--- config.mk ---
export PLATFORM = sky130hd
export DESIGN_NAME = lru_recency_list
export DESIGN_NICKNAME = d
export VERILOG_FILES = /design/src/lrl_pkg.sv /design/src/lrl_cell.sv /design/src/lru_recency_list.sv
export VERILOG_INCLUDE_DIRS = /design/src /design/src/src
export SDC_FILE = /design/constraint.sdc
export NUM_CORES = 1
export LEC_CHECK = 0
export BUFFER_PORTS_ARGS = -buffer_cell sky130_fd_sc_hd__buf_2
export CORE_MARGIN = 2
export CORE_UTILIZATION = 50
export CTS_BUF_LIST = sky130_fd_sc_hd__clkbuf_8
export DETAILED_ROUTE_END_ITERATION = 10
export PLACE_DENSITY = 0.71
export RECOVER_POWER = 50
export SYNTH_ARGS = -nofsm -noshare
export SYNTH_HDL_FRONTEND = slang
export SYNTH_SLANG_ARGS = --single-unit
--- constraint.sdc ---
create_clock -name clk_i -period 5.6 [get_ports clk_i]
set_clock_uncertainty 0.1 [all_clocks]
set_input_delay 1.12 -clock clk_i [delete_from_list [all_inputs] [get_ports clk_i]]
set_output_delay 1.12 -clock clk_i [all_outputs]
set_load 0.02 [all_outputs]
--- src/lru_recency_list_assert.svh ---
// ---------------------------------------------------------------------------
// LRU recency list assertion macros
// Shorthand for concurrent checks clocked on clk_i, with or without reset.
// ---------------------------------------------------------------------------
`ifndef LRU_RECENCY_LIST_ASSERT_SVH
`define LRU_RECENCY_LIST_ASSERT_SVH

`ifndef NO_ASSERTIONS
// Check that is ignored while rst_ni is low.
`define LRL_ASSERT(lbl, prop) \
  lbl: assert property (@(posedge clk_i) disable iff (!rst_ni) prop) \
    else $error("lru_recency_list assertion failed");
// Check that also holds during reset.
`define LRL_ASSERT_ALWAYS(lbl, prop) \
  lbl: assert property (@(posedge clk_i) prop) \
    else $error("lru_recency_list assertion failed");
`else
`define LRL_ASSERT(lbl, prop)
`define LRL_ASSERT_ALWAYS(lbl, prop)
`endif

`endif

--- src/lrl_pkg.sv ---
// ---------------------------------------------------------------------------
// LRU recency list package
// Sizes, operation and register codes, and the structs passed between cells.
// ---------------------------------------------------------------------------
package lrl_pkg;

  localparam int DEPTH     = 8;
  localparam int ITEM_BITS = 16;
  localparam int IDX_W     = (DEPTH > 1) ? $clog2(DEPTH) : 1;
  localparam int CNT_W     = $clog2(DEPTH + 1);

  // Widths fixed by the register and result fields.
  localparam int CAP_W    = 4;
  localparam int POS_W    = 3;
  localparam int OUTCNT_W = 4;

  localparam logic OP_REF   = 1'b0;
  localparam logic OP_CLEAR = 1'b1;

  // Register index of the capacity register.
  localparam logic REG_CAPACITY = 1'b0;

  localparam logic [CAP_W-1:0] CAP_RESET = CAP_W'(8);

  // Per-cycle command broadcast to every cell.
  typedef struct packed {
    logic             ref_en;  // accepted reference this cycle
    logic             hit;     // the item is held somewhere in the list
    logic [CNT_W-1:0] n_lim;   // on a miss, ranks 1..n_lim shift back
    logic [CNT_W-1:0] occ;     // current occupancy
  } cell_ctrl_t;

  // Data rippling from rank 0 toward the least recent rank.
  typedef struct packed {
    logic                 found;    // a match exists at a lower rank
    logic [ITEM_BITS-1:0] ev_data;  // entry at rank occ-1, zero elsewhere
  } cell_chain_t;

endpackage

--- src/lrl_cell.sv ---
// ---------------------------------------------------------------------------
// LRU recency list cell
// Holds the entry of one rank, compares it and takes its neighbor's entry.
// ---------------------------------------------------------------------------
module lrl_cell (
  input  logic                         clk_i,
  input  logic [lrl_pkg::IDX_W-1:0]     idx_i,
  input  logic [lrl_pkg::ITEM_BITS-1:0] item_i,
  input  logic [lrl_pkg::ITEM_BITS-1:0] prev_i,
  input  lrl_pkg::cell_ctrl_t           ctrl_i,
  input  lrl_pkg::cell_chain_t          chain_i,
  output lrl_pkg::cell_chain_t          chain_o,
  output logic [lrl_pkg::ITEM_BITS-1:0] entry_o,
  output logic                          first_o
);
  import lrl_pkg::*;

  logic [ITEM_BITS-1:0] entry_q;
  logic [CNT_W-1:0]     rank;
  logic                 in_use;
  logic                 match;
  logic                 is_last;
  logic                 load;

  assign rank    = CNT_W'(idx_i);
  assign in_use  = rank < ctrl_i.occ;
  assign match   = in_use && (entry_q == item_i);
  assign is_last = (rank + CNT_W'(1)) == ctrl_i.occ;

  assign first_o         = match && !chain_i.found;
  assign chain_o.found   = chain_i.found || match;
  assign chain_o.ev_data = chain_i.ev_data | (is_last ? entry_q : '0);
  assign entry_o         = entry_q;

  // On a hit every rank up to the hit one shifts; on a miss ranks up to n_lim.
  assign load = ctrl_i.ref_en &&
                (ctrl_i.hit ? !chain_i.found : (rank <= ctrl_i.n_lim));

  always_ff @(posedge clk_i) begin
    if (load) begin
      entry_q <= prev_i;
    end
  end

endmodule

--- src/lru_recency_list.sv ---
// ---------------------------------------------------------------------------
// LRU recency list
// Move-to-front list of item identifiers with least recent eviction.
// ---------------------------------------------------------------------------
// Each input word is one operation: tuser selects a reference (0) or a clear
// (1) and tdata carries the 16-bit item. One result word follows every
// operation. The list is a row of DEPTH cells, one per recency rank; all
// cells compare their entry with the item in the same cycle, and the first
// match ripples down the row; the result is registered as the word is taken,
// and a new word is taken every cycle while the result register is free
// or being drained. The capacity register (byte address 0) limits how many
// ranks are in use; zero acts as one and values above DEPTH act as DEPTH.
// Clear empties the list but keeps the capacity. Entries need no reset
// since only ranks below the occupancy count are ever looked at.
`include "lru_recency_list_assert.svh"

module lru_recency_list (
  input  logic        clk_i,
  input  logic        rst_ni,
  // Operation input.
  input  logic        s_axis_tvalid,
  output logic        s_axis_tready,
  input  logic [15:0] s_axis_tdata,   // [15:0] item_value
  input  logic        s_axis_tuser,   // [0] operation
  // Result output.
  output logic        m_axis_tvalid,
  input  logic        m_axis_tready,
  output logic [31:0] m_axis_tdata,   // [0] hit, [3:1] hit_position, [4] evicted,
                                      // [20:5] evicted_item, [24:21] entry_count
  // Configuration port.
  input  logic        psel,
  input  logic        penable,
  input  logic        pwrite,
  input  logic [2:0]  paddr,
  input  logic [31:0] pwdata,
  output logic [31:0] prdata,
  output logic        pready
);
  import lrl_pkg::*;

  // Configuration register.
  logic [CAP_W-1:0] cap_q;
  logic             cfg_sel;

  assign pready  = 1'b1;
  assign cfg_sel = (paddr[2] == REG_CAPACITY);
  assign prdata  = cfg_sel ? 32'(cap_q) : 32'd0;

  always_ff @(posedge clk_i or negedge rst_ni) begin
    if (!rst_ni) begin
      cap_q <= CAP_RESET;
    end else if (psel && penable && pwrite && pready && cfg_sel) begin
      cap_q <= pwdata[CAP_W-1:0];
    end
  end

  // Handshake: a word is taken whenever the result register can accept one.
  logic s_accept;
  logic out_valid_q;

  assign s_axis_tready = !out_valid_q || m_axis_tready;
  assign s_accept      = s_axis_tvalid && s_axis_tready;

  // Capacity clamp and insert limit.
  logic [CNT_W-1:0] occ_q, occ_d;
  logic [CNT_W-1:0] eff_cap;
  logic [CNT_W-1:0] n_lim;
  logic             full;

  always_comb begin
    if (cap_q == '0) begin
      eff_cap = CNT_W'(1);
    end else if ({1'b0, cap_q} > (CAP_W + 1)'(DEPTH)) begin
      eff_cap = CNT_W'(DEPTH);
    end else begin
      eff_cap = CNT_W'(cap_q);
    end
  end

  assign full  = occ_q >= eff_cap;
  assign n_lim = full ? (eff_cap - CNT_W'(1)) : occ_q;

  // Cell row.
  logic [ITEM_BITS-1:0] item;
  logic                 is_clear;
  cell_ctrl_t           ctrl;
  cell_chain_t          chain  [DEPTH+1];
  logic [ITEM_BITS-1:0] entries[DEPTH];
  logic [DEPTH-1:0]     first;
  logic                 hit;

  assign item     = s_axis_tdata[ITEM_BITS-1:0];
  assign is_clear = (s_axis_tuser == OP_CLEAR);
  assign hit      = chain[DEPTH].found;

  assign chain[0].found   = 1'b0;
  assign chain[0].ev_data = '0;

  assign ctrl.ref_en = s_accept && !is_clear;
  assign ctrl.hit    = hit;
  assign ctrl.n_lim  = n_lim;
  assign ctrl.occ    = occ_q;

  for (genvar g = 0; g < DEPTH; g++) begin : g_cell
    logic [ITEM_BITS-1:0] prev;
    if (g == 0) begin : g_head
      assign prev = item;
    end else begin : g_body
      assign prev = entries[g-1];
    end

    lrl_cell u_cell (
      .clk_i   (clk_i),
      .idx_i   (IDX_W'(g)),
      .item_i  (item),
      .prev_i  (prev),
      .ctrl_i  (ctrl),
      .chain_i (chain[g]),
      .chain_o (chain[g+1]),
      .entry_o (entries[g]),
      .first_o (first[g])
    );
  end

  // Rank of the first match; at most one bit of first is set.
  logic [IDX_W-1:0] pos;

  always_comb begin
    pos = '0;
    for (int i = 0; i < DEPTH; i++) begin
      if (first[i]) begin
        pos = pos | IDX_W'(i);
      end
    end
  end

  // Occupancy update.
  always_comb begin
    occ_d = occ_q;
    if (s_accept) begin
      if (is_clear) begin
        occ_d = '0;
      end else if (!hit) begin
        occ_d = n_lim + CNT_W'(1);
      end
    end
  end

  always_ff @(posedge clk_i or negedge rst_ni) begin
    if (!rst_ni) begin
      occ_q       <= '0;
      out_valid_q <= 1'b0;
    end else begin
      occ_q <= occ_d;
      if (s_accept) begin
        out_valid_q <= 1'b1;
      end else if (m_axis_tready) begin
        out_valid_q <= 1'b0;
      end
    end
  end

  // Result register.
  logic                 out_hit_q;
  logic [POS_W-1:0]     out_pos_q;
  logic                 out_ev_q;
  logic [ITEM_BITS-1:0] out_ev_item_q;
  logic [OUTCNT_W-1:0]  out_cnt_q;
  logic                 miss_evict;

  assign miss_evict = !is_clear && !hit && full;

  always_ff @(posedge clk_i) begin
    if (s_accept) begin
      out_hit_q     <= !is_clear && hit;
      out_pos_q     <= is_clear ? '0 : POS_W'(pos);
      out_ev_q      <= miss_evict;
      out_ev_item_q <= miss_evict ? chain[DEPTH].ev_data : '0;
      out_cnt_q     <= OUTCNT_W'(occ_d);
    end
  end

  assign m_axis_tvalid = out_valid_q;
  assign m_axis_tdata  = {7'd0, out_cnt_q, out_ev_item_q, out_ev_q, out_pos_q, out_hit_q};

  // Checks.
  `LRL_ASSERT(a_occ_bound, occ_q <= CNT_W'(DEPTH))
  `LRL_ASSERT(a_evict_not_hit, m_axis_tvalid && out_ev_q |-> !out_hit_q)
  `LRL_ASSERT(a_clear_empties, s_accept && is_clear |=> occ_q == '0)
  `LRL_ASSERT(a_hit_keeps_count, ctrl.ref_en && hit |=> occ_q == $past(occ_q))

endmodule

==> results of run 1 <==
## kinds of logic (layout without fill, tap and decap cells)
kind of cell	count (synthesis)	count (layout)	synth area share [%]
AO/OA/AOI/OAI	115	115	12.4
AND/OR/NAND/NOR	122	122	8.15
XOR/XNOR	129	129	13.6
buffers and inverters	83	113	6.31
other	2	36	0.0901
flip-flops	162	162	57.8
multiplexers	6	6	0.796
adder cells (fa/ha/maj)	6	6	0.901
## synthesized netlist by cell type (13+ instances only)
library cell / count
xnor2_1: 87
buf_4: 45
edfxtp_1: 153
a22o_1: 17
a221oi_1: 16
nand4_1: 19
xor2_1: 42
inv_1: 13
nand2_1: 25
nor2_1: 18
a22oi_1: 33
buf_2: 15
## where the power goes
| part | internal (mW) | switching [mW] | total [mW] | leakage [nW] |
|---|---|---|---|---|
| sequential | 1.56 | 0.161 | 1.72 | 1.52 |
| clock | 0.318 | 0.483 | 0.802 | 0.170 |
| combinational | 0.363 | 0.746 | 1.11 | 1.20 |
| total | 2.24 | 1.39 | 3.63 | 2.89 |
## state kept, by name (all words and copies together), names as in the netlist
signal / cells
out_ev_q: 1
cap_q: 4
out_cnt_q: 4
out_hit_q: 1
m_axis_tvalid: 1
g_cell.u_cell.entry_o: 128
out_pos_q: 3
occ_q: 4
out_ev_item_q: 16
## layout make-up
type                       instances  area [sq um]
clock buffer                      17           234
fill                            1442          7460
timing repair buffer              68           324
clock inverter                    15           126
tap                              220           275
multi-input combinational        414          3170
sequential                       162          4820
inverter                          13          48.8
## layout by cell type (no fill, tap or decap), types with 12 or more instances in the layout
cell type,count
conb_1,36
buf_2,31
nand4_1,19
a221oi_1,16
xor2_1,42
clkbuf_8,17
edfxtp_1,153
xnor2_1,87
a22oi_1,33
nand3_1,12
nand2_1,25
inv_1,13
clkbuf_1,29
a22o_1,17
nor2_1,12
## stage by stage
stage	setup slack [ps]	hold WS [ps]	area [sq um]	util, %
after floorplan	646	371	8460	-
after global placement	1360	379	8680	52.7
after detailed placement	1330	387	8680	52.7
after CTS	1830	371	9040	54.9
after global routing	1380	410	9000	54.7
final	1450	410	9000	54.7
## per-layer routing
layer,part of all wire [%],GRT usage (%),vias to the layer above
met1,41,36.1,2754
met3,8.6,4.11,47
met5,0,0,-
met2,47,41.4,342
met4,3.0,9.52,0
li1,-,-,2390
## critical path, cell delays in order
cell	delay [ps]
clkbuf_1	470
xor2_1	210
nor4_1	630
nand4b_1	170
nor2_1	290
nor4_4	120
a311oi_2	290
o211a_1	620
buf_4	290
## worst min-delay path by stage
stage | slack [ps] | endpoint | from | cells past startpoint
6_report | 410 | g_cell[5].u_cell.entry_o[11] | g_cell[4].u_cell.entry_o[11] | 0
5_1_grt | 410 | g_cell[5].u_cell.entry_o[1] | g_cell[4].u_cell.entry_o[1] | 0
4_1_cts | 370 | cap_q[2] | rst_ni | 1
3_5_place_dp | 390 | g_cell[5].u_cell.entry_o[7] | g_cell[4].u_cell.entry_o[7] | 0
3_3_place_gp | 380 | g_cell[3].u_cell.entry_o[5] | g_cell[2].u_cell.entry_o[5] | 0
2_1_floorplan | 370 | g_cell[6].u_cell.entry_o[10] | g_cell[5].u_cell.entry_o[10] | 0
==> results.sh, run 1 <==
export IMPL_cts_inserted_buffers=17
export IMPL_rows=47
export IMPL_ir_drop_v=0.000173
export IMPL_power_density_nw_per_um2=403
export IMPL_path_max_fanout=11
export IMPL_endpoint_kind="flop"
export IMPL_slew_viol_final=26
export IMPL_initialDrtViolationCount=608
export IMPL_critPathKind="in2reg"
export IMPL_h_tree_depth=4
export IMPL_die_area_sq_um=17700
export IMPL_clock_latency_ps=470
export IMPL_port_buffers=59
export IMPL_ctsResizeCount=0
export IMPL_antenna_found_initial=0
export IMPL_cts_tree="built"
export IMPL_r2r_end="g_cell[5].u_cell.entry_o[7]"
export IMPL_power_leakage_nw=2.89
export IMPL_finalSetupTns_ps=0
export IMPL_max_cap_violations=1
export IMPL_nets=741
export IMPL_required_ps=5680
export IMPL_die_y_um=133
export IMPL_ctsRootBufferMaster="clkbuf_8"
export IMPL_clk_path_buf_depth=2
export IMPL_track_usage_pct=25.9
export IMPL_finalCritPeriodShare_pct=74.2
export IMPL_initial_utilization_pct=50.6
export IMPL_status="finished with violations"
export IMPL_relSlewSlack_pct=-6.71
export IMPL_die_w_um=133
export IMPL_syn_avg_cell_area_sq_um=13.3
export IMPL_worst_pin_slew_ps=1600
export IMPL_layout_min_cycle_time_ps=4150
export IMPL_drt_first_pass_iters=7
export IMPL_overflow=0
export IMPL_rr_startpoint="cap_q[3]"
export IMPL_reg2regPathDepth=11
export IMPL_viasPerCell=6.09
export IMPL_grt_pass1_wl_um=33400
export IMPL_grt_pass1_vias=5380
export IMPL_yosys_area_top_type="edfxtp_1"
export IMPL_setup_viol=0
export IMPL_post_dp_hpwl_um=15300
export IMPL_total_power_mw=3.63
export IMPL_drcViolationCount=0
export IMPL_postSynthCellCount=625
export IMPL_dp_cells=877
export IMPL_drt_antenna_violating_nets=0
export IMPL_rrSetupSlack_ps=1910
export IMPL_grt_max_degree=26
export IMPL_max_freq_mhz=241
export IMPL_grt_setup_unrepaired="false"
export IMPL_drt_total_wl_um=22500
export IMPL_diodes=0
export IMPL_synth_area_leaders="edfxtp_1 55%, xnor2_1 9.1%, xor2_1 4.4%, buf_4 4.1%, a22oi_1 3.0%"
export IMPL_path_clk_slew_ps=90
export IMPL_cts_num_sinks=162
export IMPL_num_vias=5533
export IMPL_cts_hold_buf=0
export IMPL_post_cts_buffers=0
export IMPL_io_pins=126
export IMPL_hp_class="reg2reg"
export IMPL_wl_per_cell_um=24.7
export IMPL_synth_main_ff_cell="edfxtp_1"
export IMPL_synth_enable_flop_cells=153
export IMPL_gp_congestion=0.940
export IMPL_yosysTopAreaCellShare_pct=55.1
export IMPL_synth_seq_cells=162
export IMPL_cp_arrival_ps=4240
export IMPL_start_kind="input port"
export IMPL_synth_seq_area_share_pct=57.8
export IMPL_ys_warn_count=0
export IMPL_failed_checks="capacitance limit, slew limit"
export IMPL_netlist_area_sq_um=8330
export IMPL_drive_gt1_share_pct=15.4
export IMPL_area_growth_pct=8.00
export IMPL_timing_final_hold_violations=0
export IMPL_ys_types=61
export IMPL_postSynth_asyncResetShare_pct=5.56
export IMPL_cp_endpoint="g_cell[5].u_cell.entry_o[7]"
export IMPL_critPathLaunch="s_axis_tdata[0]"
export IMPL_final_cells=909
export IMPL_core_area_sq_um=16500
Note: power is estimated with default switching activity, not from simulation.
==> run 2: changes to the inputs <==
- clock period: 5.6 -> 3.98 ns (I/O delays scaled with it)
==> run 2 against run 1 <==
Net effect:
- the flow still finishes with violations (capacitance limit, slew limit)
- clock power grew 58%
- sequential share of layout area shrank 1.1 points
- register-to-register slack lost 1500 ps
- first-iteration DRC count grew 7.4%
- cell count grew 1.1%
- core utilization grew 1.1 points
- combinational power grew 48%
- via count grew 0.76%
- largest power group unchanged
- highest routed layer unchanged
==> results.sh, run 2 (synthesis gave the netlist of run 1 again) <==
export IMPL_ctsRootBufferMaster="clkbuf_8"
export IMPL_initial_utilization_pct=50.6
export IMPL_gp_congestion=0.933
export IMPL_post_cts_buffers=0
export IMPL_grt_max_degree=26
export IMPL_max_freq_mhz=279
export IMPL_nets=751
export IMPL_h_tree_depth=4
export IMPL_max_cap_violations=1
export IMPL_status="finished with violations"
export IMPL_track_usage_pct=26.6
export IMPL_layout_min_cycle_time_ps=3590
export IMPL_overflow=0
export IMPL_crit_path_frequent_cell="inv_1"
export IMPL_required_ps=4060
export IMPL_mostFrequentLayoutCell="edfxtp_1"
export IMPL_critPathKind="reg2reg"
export IMPL_antenna_found_initial=0
export IMPL_route_met2_wl_um=10800
export IMPL_die_y_um=133
export IMPL_power_density_nw_per_um2=580
export IMPL_diodes=0
export IMPL_clk_path_buf_depth=2
export IMPL_timing_final_hold_violations=0
export IMPL_cp_slowest_stage_delay_ps=540
export IMPL_largest_reg_flops=128
export IMPL_setup_viol=0
export IMPL_m1WireLength_um=9500
export IMPL_die_area_sq_um=17700
export IMPL_drt_total_wl_um=22900
export IMPL_initialDrtViolationCount=653
export IMPL_viasPerCell=6.07
export IMPL_final_cells=919
export IMPL_endpoint_kind="flop"
export IMPL_hp_class="in2async"
export IMPL_wl_per_cell_um=24.9
export IMPL_finalCritPeriodShare_pct=90.2
export IMPL_power_leakage_nw=3.02
export IMPL_cts_inserted_buffers=17
export IMPL_relSlewSlack_pct=-11.4
export IMPL_ctsResizeCount=0
export IMPL_path_clk_slew_ps=80
export IMPL_drt_antenna_violating_nets=0
export IMPL_finalSetupTns_ps=0
export IMPL_cp_arrival_ps=3670
export IMPL_core_area_sq_um=16500
export IMPL_cts_hold_buf=0
export IMPL_worst_pin_slew_ps=1670
export IMPL_ir_drop_v=0.000263
export IMPL_slew_viol_final=26
export IMPL_most_common_layout_cells="153 x edfxtp_1, 87 x xnor2_1, 42 x xor2_1, 36 x conb_1, 34 x buf_2"
export IMPL_post_dp_hpwl_um=16000
export IMPL_grt_pass1_vias=5288
export IMPL_worstPathCellList="inv_1 -> o21ai_0 -> inv_1 -> ha_1 -> nand2b_1 -> a21oi_1 -> o21ai_1 -> mux2_2 -> or2_2 -> a311oi_2 -> buf_12"
export IMPL_path_max_fanout=16
export IMPL_drive_gt1_share_pct=15.9
export IMPL_top_layer_used="met4"
export IMPL_dp_cells=887
export IMPL_clock_latency_ps=480
export IMPL_rows=47
export IMPL_drt_first_pass_iters=7
export IMPL_die_w_um=133
export IMPL_start_kind="flop"
export IMPL_io_pins=126
export IMPL_cts_tree="built"
export IMPL_grt_setup_unrepaired="false"
export IMPL_cp_slowest_cell="dfstp_2"
export IMPL_port_buffers=59
export IMPL_failed_checks="capacitance limit, slew limit"
export IMPL_num_vias=5575
export IMPL_wl_met3_um=1880
export IMPL_cts_num_sinks=162
export IMPL_grt_pass1_wl_um=34100
export IMPL_drcViolationCount=0
export IMPL_area_growth_pct=10.3
==> run 2: where the power goes <==
group          internal [mW]  total, mW  switching, mW  leakage (nW)
sequential              2.19       2.42          0.227          1.52
combinational          0.572       1.64           1.07          1.28
clock                  0.667       1.27          0.601         0.216
==> run 2: final timing paths <==
check                                            start  depth (start not counted)                          end  slack, ps
max                                           cap_q[3]                         11  g_cell[7].u_cell.entry_o[6]        390
min                                             rst_ni                          1                     cap_q[1]        150
max reg2reg                                   cap_q[3]                         11  g_cell[7].u_cell.entry_o[6]        390
min reg2reg                g_cell[2].u_cell.entry_o[8]                          0  g_cell[3].u_cell.entry_o[8]        400
max in group asynchronous                       rst_ni                          1                     cap_q[3]       3290
min in group clk_i         g_cell[2].u_cell.entry_o[8]                          0  g_cell[3].u_cell.entry_o[8]        400
==> run 2: critical path, delay by kind of cell (launching register included) <==
kind	cells	cell delay (ps)
AO/OA/AOI/OAI	4	1030
flip-flops	1	540
multiplexers	1	470
AND/OR/NAND/NOR	2	440
buffers and inverters	3	420
adder cells (fa/ha/maj)	1	290
==> run 2: metrics by stage <==
step / total power, mW / util [%] / worst slack (ps) / cell area [sq um] / hold slack (ps)
2_1_floorplan: 3.51 / - / 14.3 / 8470 / 371
3_3_place_gp: 4.04 / 53.5 / 216 / 8820 / 377
3_5_place_dp: 4.08 / 53.5 / 219 / 8820 / 387
4_1_cts: 5.33 / 56.0 / 391 / 9220 / 42.5
5_1_grt: 5.54 / 55.8 / 246 / 9190 / 153
6_report: 5.33 / 55.8 / 390 / 9190 / 145
==> run 2: final cells by class <==
type / instances / area (sq um)
Clock buffer: 17 / 234
Timing Repair Buffer: 78 / 478
Inverter: 13 / 48.8
Multi-Input combinational cell: 414 / 3160
Tap cell: 220 / 275
Fill cell: 1387 / 7280
Sequential cell: 162 / 4820
Clock inverter: 15 / 174
==> run 2: layer usage <==
layer | track usage [%] | vias up
met3 | 6.05 | 45
met5 | 0 | -
met2 | 41.0 | 317
met1 | 36.8 | 2801
met4 | 11.2 | 0
li1 | - | 2412
